$ cat src/sv/sscd_pkg.sv
// ----------------------------------------------------------------------------
// sscd_pkg
// Shared types, constants and helper functions for the skid-steer command
// drive: command byte codes, speed limits and the duty to PWM level table.
// ----------------------------------------------------------------------------
package sscd_pkg;

    // speed limits in percent
    localparam logic [6:0] SPEED_MIN  = 7'd10;
    localparam logic [6:0] SPEED_MAX  = 7'd100;
    localparam logic [6:0] SPEED_STEP = 7'd10;

    // ascii command characters
    localparam logic [7:0] CH_W_LO   = 8'h77;
    localparam logic [7:0] CH_W_UP   = 8'h57;
    localparam logic [7:0] CH_F_LO   = 8'h66;
    localparam logic [7:0] CH_S_LO   = 8'h73;
    localparam logic [7:0] CH_S_UP   = 8'h53;
    localparam logic [7:0] CH_B_LO   = 8'h62;
    localparam logic [7:0] CH_A_LO   = 8'h61;
    localparam logic [7:0] CH_A_UP   = 8'h41;
    localparam logic [7:0] CH_L_LO   = 8'h6c;
    localparam logic [7:0] CH_D_LO   = 8'h64;
    localparam logic [7:0] CH_D_UP   = 8'h44;
    localparam logic [7:0] CH_R_LO   = 8'h72;
    localparam logic [7:0] CH_X_LO   = 8'h78;
    localparam logic [7:0] CH_X_UP   = 8'h58;
    localparam logic [7:0] CH_SPACE  = 8'h20;
    localparam logic [7:0] CH_H_LO   = 8'h68;
    localparam logic [7:0] CH_H_UP   = 8'h48;
    localparam logic [7:0] CH_Q_LO   = 8'h71;
    localparam logic [7:0] CH_Q_UP   = 8'h51;
    localparam logic [7:0] CH_Z_LO   = 8'h7a;
    localparam logic [7:0] CH_Z_UP   = 8'h5a;
    localparam logic [7:0] CH_E_LO   = 8'h65;
    localparam logic [7:0] CH_E_UP   = 8'h45;
    localparam logic [7:0] CH_C_LO   = 8'h63;
    localparam logic [7:0] CH_C_UP   = 8'h43;

    // decoded command class
    typedef enum logic [3:0] {
        CMD_NONE,
        CMD_FWD,
        CMD_REV,
        CMD_LEFT,
        CMD_RIGHT,
        CMD_STOP,
        CMD_HALT,
        CMD_DRV_UP,
        CMD_DRV_DN,
        CMD_TRN_UP,
        CMD_TRN_DN
    } t_cmd;

    // map a received byte onto its command class
    function automatic t_cmd decode_cmd(input logic [7:0] ch);
        t_cmd cmd;
        case (ch)
            CH_W_LO, CH_W_UP, CH_F_LO:  cmd = CMD_FWD;
            CH_S_LO, CH_S_UP, CH_B_LO:  cmd = CMD_REV;
            CH_A_LO, CH_A_UP, CH_L_LO:  cmd = CMD_LEFT;
            CH_D_LO, CH_D_UP, CH_R_LO:  cmd = CMD_RIGHT;
            CH_X_LO, CH_X_UP, CH_SPACE: cmd = CMD_STOP;
            CH_H_LO, CH_H_UP:           cmd = CMD_HALT;
            CH_Q_LO, CH_Q_UP:           cmd = CMD_DRV_UP;
            CH_Z_LO, CH_Z_UP:           cmd = CMD_DRV_DN;
            CH_E_LO, CH_E_UP:           cmd = CMD_TRN_UP;
            CH_C_LO, CH_C_UP:           cmd = CMD_TRN_DN;
            default:                    cmd = CMD_NONE;
        endcase
        return cmd;
    endfunction

    // raise a speed by one step, held at the top limit
    function automatic logic [6:0] speed_up(input logic [6:0] s);
        return (s > SPEED_MAX - SPEED_STEP) ? SPEED_MAX : s + SPEED_STEP;
    endfunction

    // lower a speed by one step, held at the bottom limit
    function automatic logic [6:0] speed_down(input logic [6:0] s);
        return (s < SPEED_MIN + SPEED_STEP) ? SPEED_MIN : s - SPEED_STEP;
    endfunction

    // duty magnitude to pwm level, mag * 255 / 100 truncated; magnitudes are
    // always zero or a whole number of speed steps
    function automatic logic [7:0] pwm_of(input logic [6:0] mag);
        logic [7:0] lvl;
        case (mag)
            7'd10:   lvl = 8'd25;
            7'd20:   lvl = 8'd51;
            7'd30:   lvl = 8'd76;
            7'd40:   lvl = 8'd102;
            7'd50:   lvl = 8'd127;
            7'd60:   lvl = 8'd153;
            7'd70:   lvl = 8'd178;
            7'd80:   lvl = 8'd204;
            7'd90:   lvl = 8'd229;
            7'd100:  lvl = 8'd255;
            default: lvl = 8'd0;
        endcase
        return lvl;
    endfunction

endpackage

$ cat src/sv/skid_steer_command_drive_core.sv
// ----------------------------------------------------------------------------
// skid_steer_command_drive_core
// Command byte driven skid-steer motor control: held drive and turn speeds,
// per-side direction and pwm level, lamp flag.
// ----------------------------------------------------------------------------
// One command byte is taken per clock while o_stall is low, and every byte
// returns exactly one result, known command or not. A byte is registered on
// request in the input register, then decoded and applied to the held speeds
// and duties once the result register is free, and the result is registered;
// the output register lets a new byte in while a result waits to be taken.
// Speeds start at 10 percent and move in steps of 10 within 10..100; duty zero
// reads as forward.
module skid_steer_command_drive_core
    import sscd_pkg::*;
(
    input  logic       i_clk,
    input  logic       i_rst_n,
    // command request channel
    input  logic       i_valid,
    output logic       o_stall,
    input  logic [7:0] i_command_byte,
    // result channel
    output logic       o_valid,
    input  logic       i_stall,
    output logic       o_left_forward,
    output logic [7:0] o_left_pwm,
    output logic       o_right_forward,
    output logic [7:0] o_right_pwm,
    output logic       o_led_on,
    output logic [6:0] o_drive_speed_now,
    output logic [6:0] o_turn_speed_now,
    output logic       o_command_known
);

    // input register
    logic       r_cmd_vld;
    logic [7:0] r_cmd;

    // held state; duty kept as magnitude and reverse flag
    logic [6:0] r_drive_speed, n_drive_speed;
    logic [6:0] r_turn_speed,  n_turn_speed;
    logic [6:0] r_left_mag,    n_left_mag;
    logic       r_left_rev,    n_left_rev;
    logic [6:0] r_right_mag,   n_right_mag;
    logic       r_right_rev,   n_right_rev;
    logic       r_lamp,        n_lamp;

    // result register
    logic       r_out_vld;
    logic       r_left_fwd, r_right_fwd, r_led, r_known;
    logic [7:0] r_left_pwm, r_right_pwm;
    logic [6:0] r_drv_now, r_trn_now;

    logic       w_out_free;
    logic       w_go;
    t_cmd       w_cmd;

    // flow control
    assign w_out_free = !r_out_vld || !i_stall;
    assign w_go       = r_cmd_vld && w_out_free;
    assign o_stall    = r_cmd_vld && !w_out_free;

    // input stage
    always_ff @(posedge i_clk) begin
        if (!i_rst_n) begin
            r_cmd_vld <= 1'b0;
        end else if (!o_stall) begin
            r_cmd_vld <= i_valid;
        end
    end

    always_ff @(posedge i_clk) begin
        if (!o_stall && i_valid) begin
            r_cmd <= i_command_byte;
        end
    end

    // command decode and next state
    assign w_cmd = decode_cmd(r_cmd);

    always_comb begin
        n_drive_speed = r_drive_speed;
        n_turn_speed  = r_turn_speed;
        n_left_mag    = r_left_mag;
        n_left_rev    = r_left_rev;
        n_right_mag   = r_right_mag;
        n_right_rev   = r_right_rev;
        n_lamp        = r_lamp;
        case (w_cmd)
            CMD_FWD: begin
                n_lamp      = 1'b1;
                n_left_mag  = r_drive_speed;
                n_left_rev  = 1'b0;
                n_right_mag = r_drive_speed;
                n_right_rev = 1'b0;
            end
            CMD_REV: begin
                n_lamp      = 1'b1;
                n_left_mag  = r_drive_speed;
                n_left_rev  = 1'b1;
                n_right_mag = r_drive_speed;
                n_right_rev = 1'b1;
            end
            CMD_LEFT: begin
                n_lamp      = 1'b1;
                n_left_mag  = r_turn_speed;
                n_left_rev  = 1'b1;
                n_right_mag = r_turn_speed;
                n_right_rev = 1'b0;
            end
            CMD_RIGHT: begin
                n_lamp      = 1'b1;
                n_left_mag  = r_turn_speed;
                n_left_rev  = 1'b0;
                n_right_mag = r_turn_speed;
                n_right_rev = 1'b1;
            end
            CMD_STOP: begin
                n_lamp      = 1'b0;
                n_left_mag  = 7'd0;
                n_left_rev  = 1'b0;
                n_right_mag = 7'd0;
                n_right_rev = 1'b0;
            end
            CMD_HALT: begin
                n_lamp        = 1'b0;
                n_left_mag    = 7'd0;
                n_left_rev    = 1'b0;
                n_right_mag   = 7'd0;
                n_right_rev   = 1'b0;
                n_drive_speed = SPEED_MIN;
            end
            CMD_DRV_UP: n_drive_speed = speed_up(r_drive_speed);
            CMD_DRV_DN: n_drive_speed = speed_down(r_drive_speed);
            CMD_TRN_UP: n_turn_speed  = speed_up(r_turn_speed);
            CMD_TRN_DN: n_turn_speed  = speed_down(r_turn_speed);
            default: begin
                n_lamp = r_lamp;
            end
        endcase
    end

    // held state update
    always_ff @(posedge i_clk) begin
        if (!i_rst_n) begin
            r_drive_speed <= SPEED_MIN;
            r_turn_speed  <= SPEED_MIN;
            r_left_mag    <= 7'd0;
            r_left_rev    <= 1'b0;
            r_right_mag   <= 7'd0;
            r_right_rev   <= 1'b0;
            r_lamp        <= 1'b0;
        end else if (w_go) begin
            r_drive_speed <= n_drive_speed;
            r_turn_speed  <= n_turn_speed;
            r_left_mag    <= n_left_mag;
            r_left_rev    <= n_left_rev;
            r_right_mag   <= n_right_mag;
            r_right_rev   <= n_right_rev;
            r_lamp        <= n_lamp;
        end
    end

    // result valid
    always_ff @(posedge i_clk) begin
        if (!i_rst_n) begin
            r_out_vld <= 1'b0;
        end else if (w_go) begin
            r_out_vld <= 1'b1;
        end else if (!i_stall) begin
            r_out_vld <= 1'b0;
        end
    end

    // result payload
    always_ff @(posedge i_clk) begin
        if (w_go) begin
            r_left_fwd  <= !n_left_rev;
            r_left_pwm  <= pwm_of(n_left_mag);
            r_right_fwd <= !n_right_rev;
            r_right_pwm <= pwm_of(n_right_mag);
            r_led       <= n_lamp;
            r_drv_now   <= n_drive_speed;
            r_trn_now   <= n_turn_speed;
            r_known     <= (w_cmd != CMD_NONE);
        end
    end

    assign o_valid           = r_out_vld;
    assign o_left_forward    = r_left_fwd;
    assign o_left_pwm        = r_left_pwm;
    assign o_right_forward   = r_right_fwd;
    assign o_right_pwm       = r_right_pwm;
    assign o_led_on          = r_led;
    assign o_drive_speed_now = r_drv_now;
    assign o_turn_speed_now  = r_trn_now;
    assign o_command_known   = r_known;

endmodule

$ cat config.mk
export PLATFORM = sky130hd
export DESIGN_NAME = skid_steer_command_drive_core
export DESIGN_NICKNAME = d
export VERILOG_FILES = /design/src/sv/sscd_pkg.sv /design/src/sv/skid_steer_command_drive_core.sv
export SDC_FILE = /design/constraint.sdc
export NUM_CORES = 1
export LEC_CHECK = 0
export ABC_CLOCK_PERIOD_IN_PS = 3550
export BUFFER_PORTS_ARGS = -buffer_cell sky130_fd_sc_hd__buf_2
export CAP_MARGIN = 20
export CELL_PAD_IN_SITES_DETAIL_PLACEMENT = 0
export CELL_PAD_IN_SITES_GLOBAL_PLACEMENT = 1
export CORE_ASPECT_RATIO = 0.9
export CORE_MARGIN = 5
export CORE_UTILIZATION = 45
export CTS_CLUSTER_SIZE = 12
export DETAILED_ROUTE_END_ITERATION = 10
export PLACE_DENSITY = 0.86
export SYNTH_ARGS = -nofsm -noshare
export SYNTH_HDL_FRONTEND = slang
export SYNTH_SLANG_ARGS = --single-unit
$ cat constraint.sdc
create_clock -name i_clk -period 3.55 [get_ports i_clk]
set_clock_uncertainty 0.1 [all_clocks]
set_input_delay 0.1775 -clock i_clk [delete_from_list [all_inputs] [get_ports i_clk]]
set_output_delay 0.1775 -clock i_clk [all_outputs]
set_load 0.1 [all_outputs]
==> impl_metrics.csv, run 1 <==
group,metric,value,unit
pwr,vdd_drop_max,226,uV
logic_synthesis,syn_avg_cell_area,9.11,sq um
critical_path,cp-end-kind,"register",
timing,max-slew-margin-rel,44.3,%
detailed_routing,drt_first_iter_violations,318,
floorplanning,io-pin-count,48,
pwr,p_per_area,390,nW/um^2
clocking,clk_path_buf_depth,2,
detailed_routing,vias,4008,
critical_path,worstPathArrival,3320,ps
global_route,grt_pass1_vias,3760,
global_route,grt_util_met3,4.08,%
global_route,grt_pass1_wl,19.4,mm
logic_synthesis,synthFlopType,"edfxtp_1",
timing,tightest_slew,831,ps
layout,nets,557,
timing,grt_setup_unrepaired,"no",
clocking,clk_latency,350,ps
min_path,hold_end,"r_drive_speed[1]",
layout,fillers,891,
clocking,path_clk_slew,80,ps
pwr,power.total,1.99,mW
logic_synthesis,synthArstFlopShare,0,%
timing,setup_tns,0,ps
detailed_routing,first_pass_iters,5,
layout,fin_area,5100,sq um
run,cap_violations,0,
timing,setup_viol,0,
floorplanning,die_height,104,um
global_route,busiest_layer,"met2",
clocking,root_buffer,"clkbuf_8",
global_route,grt_max_degree,31,
pwr,leakagePower,1.95,nW
global_route,overflow,0,
global_route,grt_util_met2,29.8,%
timing,period_minus_slack,3320,ps
logic_synthesis,synth_area,4380,sq um
outcome,status,"complete, no violations",
critical_path,startpoint_type,"register",
critical_path,reg2reg_depth,10,
place,place.gp.congestion,0.892,
logic_synthesis,synth.top_cell.area_share,27.4,%
logic_synthesis,synth_area_leaders,"edfxtp_1, dfxtp_1, nor2_1",
critical_path,rrSetupSlack,230,ps
detailed_routing,ant_nets,0,
detailed_routing,vias_per_cell,5.97,
critical_path,r2r-start,"r_cmd[0]",
place,place_hpwl,8.50,mm
place,port_buffers,47,
layout,drive_gt1_share,19.6,%
logic_synthesis,synth_edf_count,40,
clocking,cts_tree,"yes",
min_path,hold_path_class,"in -> reg",
logic_synthesis,synth_commonest_cells,"nor2_1, edfxtp_1, nand2_1, dfxtp_1, a21oi_1",
logic_synthesis,syn-num-nets,497,
detailed_routing,routedWlPerCell,17.4,um
logic_synthesis,yosysUniqueCellTypes,74,
logic_synthesis,ys_warn_count,0,
detailed_routing,route.detailed.drc,0,
floorplanning,start_util,45.8,%
clocking,cts.sinks,73,
timing,finalHoldViolCount,0,
clocking,h-tree-depth,3,
clocking,cts_buffers,9,
logic_synthesis,seq_area_frac_synth,42.5,%
critical_path,worstSetupPathType,"reg -> reg",
critical_path,crit_required,3540,ps
critical_path,crit_fanout,23,
timing,finalCritPeriodShare,93.6,%
timing,fmax,301,MHz
layout,diodes,0,
global_route,use_met1,28.9,%
floorplanning,num_rows,34,
logic_synthesis,synthCells,481,
timing,slew_violations,0,
logic_synthesis,yosysMostFrequentCell,"nor2_1",
detailed_routing,drt-total-wl,11.7,mm
place,postPlaceCellArea,4770,sq um
logic_synthesis,synth_top_area_cell,"edfxtp_1",
min_path,holdPathStages,2,
critical_path,r2r-end,"o_right_pwm[7]",
global_route,antenna_found_initial,0,
floorplanning,die_area,11800,sq um
global_route,grtUsageTotal,20.0,%
floorplanning,die_x,114,um
logic_synthesis,ys_seq_elements,73,
floorplanning,coreArea,9570,sq um
layout,syn_to_final_growth,16.4,%
min_path,worstHoldStart,"i_rst_n",
per-stage QoR:
stage	hold WS, ps	cells	util (%)	setup slack (ps)
after floorplan	176	481	-	622
after global placement	256	642	49.8	191
after detailed placement	257	642	49.8	154
after CTS	35.6	667	52.8	135
after global routing	42.1	671	53.3	45.5
final	41.0	671	53.3	226
sequential cells by signal, summed over array words and instances (netlist names), 7 cells and up:
name               count
r_cmd                  8
o_left_pwm             7
o_right_pwm            7
r_left_mag             7
o_turn_speed_now       7
r_right_mag            7
o_drive_speed_now      7
r_turn_speed           7
r_drive_speed          7
cell families after synthesis:
logic type | count (synthesis) | synth area share, %
adders and majority gates | 4 | 1.14
buffers and inverters | 42 | 4.43
and+or+nand+nor | 193 | 23.0
xor gates and xnor gates | 5 | 1.00
DFF | 73 | 42.5
AOI/OAI and AO/OA | 164 | 27.9
metal layers:
metal | routed length (um) | share of wire (%)
met2 | 5230 | 45
met5 | 0 | 0
met4 | 200 | 1.7
met1 | 5620 | 48
met3 | 603 | 5.2
power by group:
| group | leakage (nW) | switching (mW) | internal [mW] |
|---|---|---|---|
| combinational | 1.23 | 0.282 | 0.105 |
| clock | 0.0909 | 0.313 | 0.317 |
| sequential | 0.637 | 0.0401 | 0.933 |
cell usage in the layout (no fill, tap or decap), drive strengths merged, types with 4 or more instances in the layout:
| cell type | netlist | layout |
|---|---|---|
| nand3b | 4 | 4 |
| o211ai | 17 | 17 |
| nand2b | 6 | 6 |
| ha | 4 | 4 |
| nor2b | 9 | 9 |
| a21oi | 32 | 32 |
| buf | 14 | 68 |
| clkinv | 2 | 4 |
| a21o | 9 | 9 |
| nor2 | 55 | 55 |
| inv | 11 | 12 |
| a211oi | 18 | 18 |
| o22ai | 5 | 5 |
| clkbuf | 15 | 9 |
| o21ai | 29 | 29 |
| nand4 | 9 | 9 |
| dfxtp | 33 | 33 |
| and2 | 6 | 6 |
| o31ai | 4 | 4 |
| nor3 | 19 | 19 |
| nand3 | 11 | 11 |
| a22oi | 6 | 6 |
| a221o | 5 | 5 |
| nand2 | 40 | 40 |
| a221oi | 5 | 5 |
| dlygate4sd3 | 0 | 10 |
| nor4 | 7 | 7 |
| o21a | 7 | 7 |
| edfxtp | 40 | 40 |
worst max-delay path by stage:
stage / end / depth (start not counted) / startpoint / slack (ps)
6_report: o_right_pwm[7] / 10 / r_cmd[0] / 230
3_3_place_gp: o_right_pwm[6] / 9 / r_cmd[4] / 190
2_1_floorplan: o_left_pwm[3] / 10 / r_cmd[4] / 620
4_1_cts: o_right_pwm[0] / 10 / r_cmd[4] / 130
3_5_place_dp: o_right_pwm[0] / 10 / r_cmd[4] / 150
5_1_grt: o_left_pwm[3] / 9 / r_cmd[4] / 50
final cells by class:
type	instances	area, sq um	share of cell area, %
Clock buffer	9	124	2.43
Clock inverter	6	60.1	1.18
Inverter	13	48.8	0.957
Multi-Input combinational cell	366	2340	45.9
Sequential cell	73	1860	36.5
Tap cell	126	158	3.09
Timing Repair Buffer	78	505	9.91
critical path, stage by stage (launching register included):
cell	delay, ps
edfxtp_1	580
or3b_1	460
a2111oi_4	370
or3_1	230
a21boi_2	90
buf_12	180
a21oi_1	300
buf_4	180
nor2_1	40
o21ai_1	150
or3b_1	370
what timing repair did:
action                     CTS  global route
setup buffers                0             4
setup endpoints to repair    0            13
gates resized for setup      0             2
hold buffers                10             0
hold endpoints to repair    10             0
(Power assumes the default switching activity.)
==> inputs of run 2 (changes only) <==
--- a/config.mk
+++ b/config.mk
@@ -5,7 +5,7 @@
 export SDC_FILE = /design/constraint.sdc
 export NUM_CORES = 1
 export LEC_CHECK = 0
-export ABC_CLOCK_PERIOD_IN_PS = 3550
+export ABC_CLOCK_PERIOD_IN_PS = 3200
 export BUFFER_PORTS_ARGS = -buffer_cell sky130_fd_sc_hd__buf_2
 export CAP_MARGIN = 20
 export CELL_PAD_IN_SITES_DETAIL_PLACEMENT = 0
==> constraint.sdc (replaced) <==
create_clock -name i_clk -period 3.2 [get_ports i_clk]
set_clock_uncertainty 0.1 [all_clocks]
set_input_delay 0.16 -clock i_clk [delete_from_list [all_inputs] [get_ports i_clk]]
set_output_delay 0.16 -clock i_clk [all_outputs]
set_load 0.1 [all_outputs]
==> run 2 against run 1 <==
Compared with the run above:
- critical path depth shrank 1
- routed wire length grew 1.7%
- via count grew 3.3%
- first-iteration DRC count grew 4.1%
- largest power group unchanged
- register-to-register slack lost 190 ps
- largest cell class unchanged
- clock power grew 29%
- critical path type unchanged
- final area grew 5.2%
- combinational power grew 19%
==> impl_metrics.csv, run 2 (synthesis results as in run 1) <==
group,metric,value,unit
critical_path,startpoint_type,"register",
critical_path,slowest_delay,500,ps
timing,setup_tns,0,ps
global_route,grtUsageTotal,20.5,%
floorplanning,die_height,104,um
clocking,root_buffer,"clkbuf_8",
detailed_routing,wl_met2,5.52,mm
detailed_routing,wl_met1,5.63,mm
timing,fmax,316,MHz
pwr,p_per_area,438,nW/um^2
clocking,h-tree-depth,3,
pwr,leakagePower,2.10,nW
clocking,clk_path_buf_depth,2,
critical_path,worstSetupPathType,"reg -> reg",
floorplanning,num_rows,34,
critical_path,cp-end-kind,"register",
critical_path,cp_slowest_cell,"edfxtp_1",
critical_path,crit_fanout,23,
detailed_routing,vias_per_cell,5.97,
global_route,antenna_found_initial,0,
critical_path,crit_top_cell,"or3b_1",
place,place_worst_setup_slack,37.4,ps
detailed_routing,wl_met3,565,um
detailed_routing,ant_nets,0,
timing,grt_setup_unrepaired,"yes",
timing,hold-worst-slack,8.96,ps
floorplanning,die_x,114,um
layout,diodes,0,
layout,largest_reg_flops,8,
critical_path,cp_cell_sequence,"or3b_1 -> a2111oi_4 -> or3_1 -> a21boi_2 -> buf_12 -> a21oi_1 -> nor4_2 -> o21ai_1 -> or3b_1",
global_route,grt_pass1_wl,19.8,mm
pwr,vdd_drop_max,290,uV
timing,period_minus_slack,3170,ps
detailed_routing,drt_first_iter_violations,331,
detailed_routing,vias,4142,
outcome,status,"complete, no violations",
critical_path,reg2reg_depth,9,
run,cap_violations,0,
layout,instances_no_fill,694,
place,post-place-cells,666,
layout,nets,579,
place,postPlaceCellArea,4950,sq um
clocking,cts_buffers,9,
critical_path,crit_required,3190,ps
critical_path,r2r-start,"r_cmd[4]",
clocking,cts.sinks,73,
detailed_routing,drt-total-wl,11.8,mm
detailed_routing,routedWlPerCell,17.1,um
timing,max-slew-margin-rel,40.0,%
floorplanning,start_util,45.8,%
place,port_buffers,47,
layout,syn_to_final_growth,22.4,%
clocking,clk_latency,350,ps
detailed_routing,route.detailed.drc,0,
layout,drive_gt1_share,24.1,%
global_route,grt_pass1_vias,3917,
floorplanning,die_area,11800,sq um
layout,fin_area,5360,sq um
critical_path,rrSetupSlack,30,ps
place,place_hpwl,8.48,mm
timing,layout_setup_ws,34.5,ps
timing,finalHoldViolCount,0,
layout,final_util,56.0,%
layout,final_cell_mix,"nor2_1, buf_2, buf_4",
detailed_routing,first_pass_iters,5,
layout,regMostFlops,"r_cmd",
timing,finalCritPeriodShare,98.9,%
global_route,overflow,0,
global_route,grt_max_degree,47,
detailed_routing,highest_layer,"met4",
timing,tightest_slew,894,ps
timing,slew_violations,0,
pwr,power.total,2.35,mW
min_path,holdPathStages,2,
critical_path,worstPathArrival,3160,ps
layout,final_common_cell,"nor2_1",
min_path,worstHoldStart,"i_rst_n",
floorplanning,io-pin-count,48,
min_path,hold_end,"r_drive_speed[1]",
floorplanning,coreArea,9570,sq um
place,place.gp.congestion,0.949,
min_path,hold_path_class,"in -> reg",
clocking,path_clk_slew,80,ps
timing,setup_viol,0,
clocking,cts_tree,"yes",
critical_path,r2r-end,"o_right_pwm[7]",
[run 2: changes by cell type in the layout (fill, tap and decap cells not counted), moves of 2 or more]
cell and delta:
clkbuf_8 +2, buf_4 +22, a21oi_4 +3, nor2_1 -2, a21oi_1 -4, clkinvlp_4 -2, clkinv_2 -3, nor2_2 +2
clkbuf_1 +2
[run 2: worst max path at each step]
| stage | startpoint | end | depth (start not counted) |
|---|---|---|---|
| final | r_cmd[4] | o_right_pwm[7] | 9 |
| after detailed placement | r_cmd[4] | o_right_pwm[7] | 9 |
| after global routing | r_cmd[4] | o_right_pwm[7] | 9 |
| after floorplan | r_cmd[4] | o_left_pwm[3] | 10 |
| after CTS | r_cmd[4] | o_right_pwm[7] | 9 |
| after global placement | r_cmd[4] | o_right_pwm[5] | 9 |
[run 2: per-layer routing]
metal	track usage (%)	up-vias
li1	-	2005
met1	28.8	2005
met2	32.1	117
met3	3.97	15
met4	5.51	0
met5	0	-
[run 2: timing repair]
action	4_1_cts	5_1_grt
resized for setup	0	16
hold buffers	10	0
endpoints found under the setup margin	0	15
endpoints found under the hold margin	10	0
setup buffers	0	2
[run 2: final cells by class]
| class | instances | area [sq um] |
|---|---|---|
| fillers | 874 | 4210 |
| multi-input cells | 366 | 2400 |
| flip-flops and latches | 73 | 1860 |
| repair buffers | 100 | 671 |
| clock buffers | 13 | 159 |
| well taps | 126 | 158 |
| clock inverters | 3 | 63.8 |
| inverters | 13 | 48.8 |
[run 2: power breakdown]
part | switching [mW] | internal [mW] | leakage [nW]
clock network | 0.330 | 0.480 | 0.111
registers | 0.0413 | 1.04 | 0.637
logic | 0.325 | 0.134 | 1.35
total | 0.697 | 1.65 | 2.10
[run 2: worst max-delay path, delay by kind of cell (launching register included)]
kind | cells | cell delay, ps
simple gates | 4 | 1160
flops | 1 | 500
compound gates | 4 | 960
buf+inv | 1 | 180
==> inputs of run 3 (changes only) <==
--- a/config.mk
+++ b/config.mk
@@ -11,10 +11,11 @@
 export CELL_PAD_IN_SITES_DETAIL_PLACEMENT = 0
 export CELL_PAD_IN_SITES_GLOBAL_PLACEMENT = 1
 export CORE_ASPECT_RATIO = 0.9
-export CORE_MARGIN = 5
+export CORE_MARGIN = 8
 export CORE_UTILIZATION = 45
 export CTS_CLUSTER_SIZE = 12
 export DETAILED_ROUTE_END_ITERATION = 10
+export HOLD_SLACK_MARGIN = 0.1
 export PLACE_DENSITY = 0.86
 export SYNTH_ARGS = -nofsm -noshare
 export SYNTH_HDL_FRONTEND = slang
==> run 3 against run 2 <==
Compared with the run above:
- global-route usage down 1.9 points
- sequential share of layout area fell by 1.1 points
- total power shrank 4.2%
- core utilization is 1.9 points higher
- critical path depth up 1
- routed wire length increased by 3.8%
- non-clock buffer count increased by 12
- clock-buffer cell count shrank 2
==> impl_metrics.csv, run 3 (synthesis results as in run 1) <==
group,metric,value,unit
pwr,power.total,2.25,mW
clocking,cts_tree,"yes",
layout,regMostFlops,"r_cmd",
layout,syn_to_final_growth,26.4,%
place,place.gp.congestion,0.934,
global_route,grtUsageTotal,18.5,%
clocking,h-tree-depth,3,
global_route,grt_max_degree,54,
floorplanning,start_util,45.8,%
detailed_routing,route.detailed.drc,0,
layout,drive_gt1_share,27.4,%
timing,tightest_slew,923,ps
timing,grt_setup_unrepaired,"yes",
timing,setup_viol,0,
detailed_routing,drt_first_iter_violations,388,
layout,final_common_cell,"nor2_1",
timing,finalHoldViolCount,0,
critical_path,crit_fanout,6,
floorplanning,die_area,13200,sq um
layout,fillers,838,
timing,slew_violations,0,
global_route,grt_pass1_vias,3897,
timing,period_minus_slack,3200,ps
critical_path,startpoint_type,"register",
critical_path,slowest_delay,490,ps
layout,final_cell_mix,"nor2_1, buf_2, buf_4",
timing,hold-worst-slack,365,ps
timing,fmax,313,MHz
global_route,antenna_found_initial,0,
pwr,leakagePower,2.18,nW
clocking,cts.sinks,73,
layout,nets,591,
critical_path,cp_slowest_cell,"edfxtp_1",
clocking,cts_buffers,9,
place,port_buffers,47,
global_route,grt_pass1_wl,19.5,mm
timing,finalCritPeriodShare,99.9,%
critical_path,cp-end-kind,"register",
detailed_routing,routedWlPerCell,17.4,um
detailed_routing,vias_per_cell,6.03,
pwr,p_per_area,406,nW/um^2
floorplanning,die_x,120,um
place,place_hpwl,8.65,mm
layout,diodes,0,
floorplanning,num_rows,34,
critical_path,cp_cell_sequence,"or3b_4 -> a2111oi_4 -> or3_4 -> a21boi_4 -> buf_6 -> clkbuf_16 -> a211o_1 -> a2111oi_4 -> o2bb2ai_4 -> nand3b_1",
detailed_routing,first_pass_iters,5,
timing,max-slew-margin-rel,38.1,%
clocking,path_clk_slew,70,ps
critical_path,worstPathArrival,3320,ps
detailed_routing,drt-total-wl,12.3,mm
global_route,overflow,0,
outcome,status,"complete, no violations",
clocking,root_buffer,"clkbuf_8",
min_path,hold_path_class,"reg -> reg",
run,cap_violations,0,
critical_path,crit_required,3330,ps
clocking,clk_path_buf_depth,2,
layout,largest_reg_flops,8,
critical_path,crit_top_cell,"a2111oi_4",
floorplanning,die_height,110,um
critical_path,worstSetupPathType,"reg -> reg",
detailed_routing,ant_nets,0,
pwr,vdd_drop_max,338,uV
detailed_routing,vias,4256,
floorplanning,io-pin-count,48,
clocking,clk_latency,370,ps
floorplanning,coreArea,9570,sq um
## run 3: final timing paths
path,start,end,slack [ps],cells after the start
worst max register to register,r_cmd[4],o_right_pwm[3],4,10
worst max-delay path,r_cmd[4],o_right_pwm[3],4,10
worst min register to register,r_lamp,r_lamp,370,2
worst min-delay path,r_lamp,r_lamp,370,2
## run 3: metal layers
layer  wire (um)  up-vias  track usage (%)  share of wire, %
met1        5670     2028             24.9                46
met5           0        -                0                 0
met4         180        0             5.79               1.5
met3         980       19             5.03               8.0
met2        5470      179             28.5                44
li1            -     2030                -                 -
## run 3: worst max-delay path: cells and delay by family, from the launching register on
family          cells  cell delay, ps
buf+inv             2             280
compound gates      5            1410
simple gates        3             780
flops               1             490
## run 3: area by class of cell
cell class / count / area, sq um / area share [%]
flip-flops and latches: 73 / 1860 / 33.6
multi-input cells: 366 / 2480 / 44.8
inverters: 13 / 48.8 / 0.881
repair buffers: 112 / 812 / 14.7
clock buffers: 11 / 131 / 2.37
well taps: 126 / 158 / 2.85
clock inverters: 5 / 47.5 / 0.858
## run 3: timing repair
item,in CTS,in global routing
endpoints found under the setup margin,0,14
endpoints found under the hold margin,17,0
buffers inserted,0,14
gates resized for setup,0,33
hold buffers,11,0
## run 3: through the flow
step / utilization [%] / worst slack, ps / instance area [sq um] / std cells / TNS (ps)
5_1_grt: 57.9 / -74.8 / 5540 / 706 / -161
6_report: 57.9 / 4.24 / 5540 / 706 / 0
4_1_cts: 54.6 / 15.7 / 5230 / 690 / 0
3_3_place_gp: 51.6 / 79.3 / 4940 / 663 / 0
2_1_floorplan: - / 272 / 4380 / 481 / 0
3_5_place_dp: 51.6 / 39.0 / 4940 / 663 / 0
## run 3: where the power goes
group | total (mW) | switching (mW) | internal, mW
logic | 0.484 | 0.336 | 0.148
registers | 1.08 | 0.0415 | 1.04
clock network | 0.687 | 0.334 | 0.352
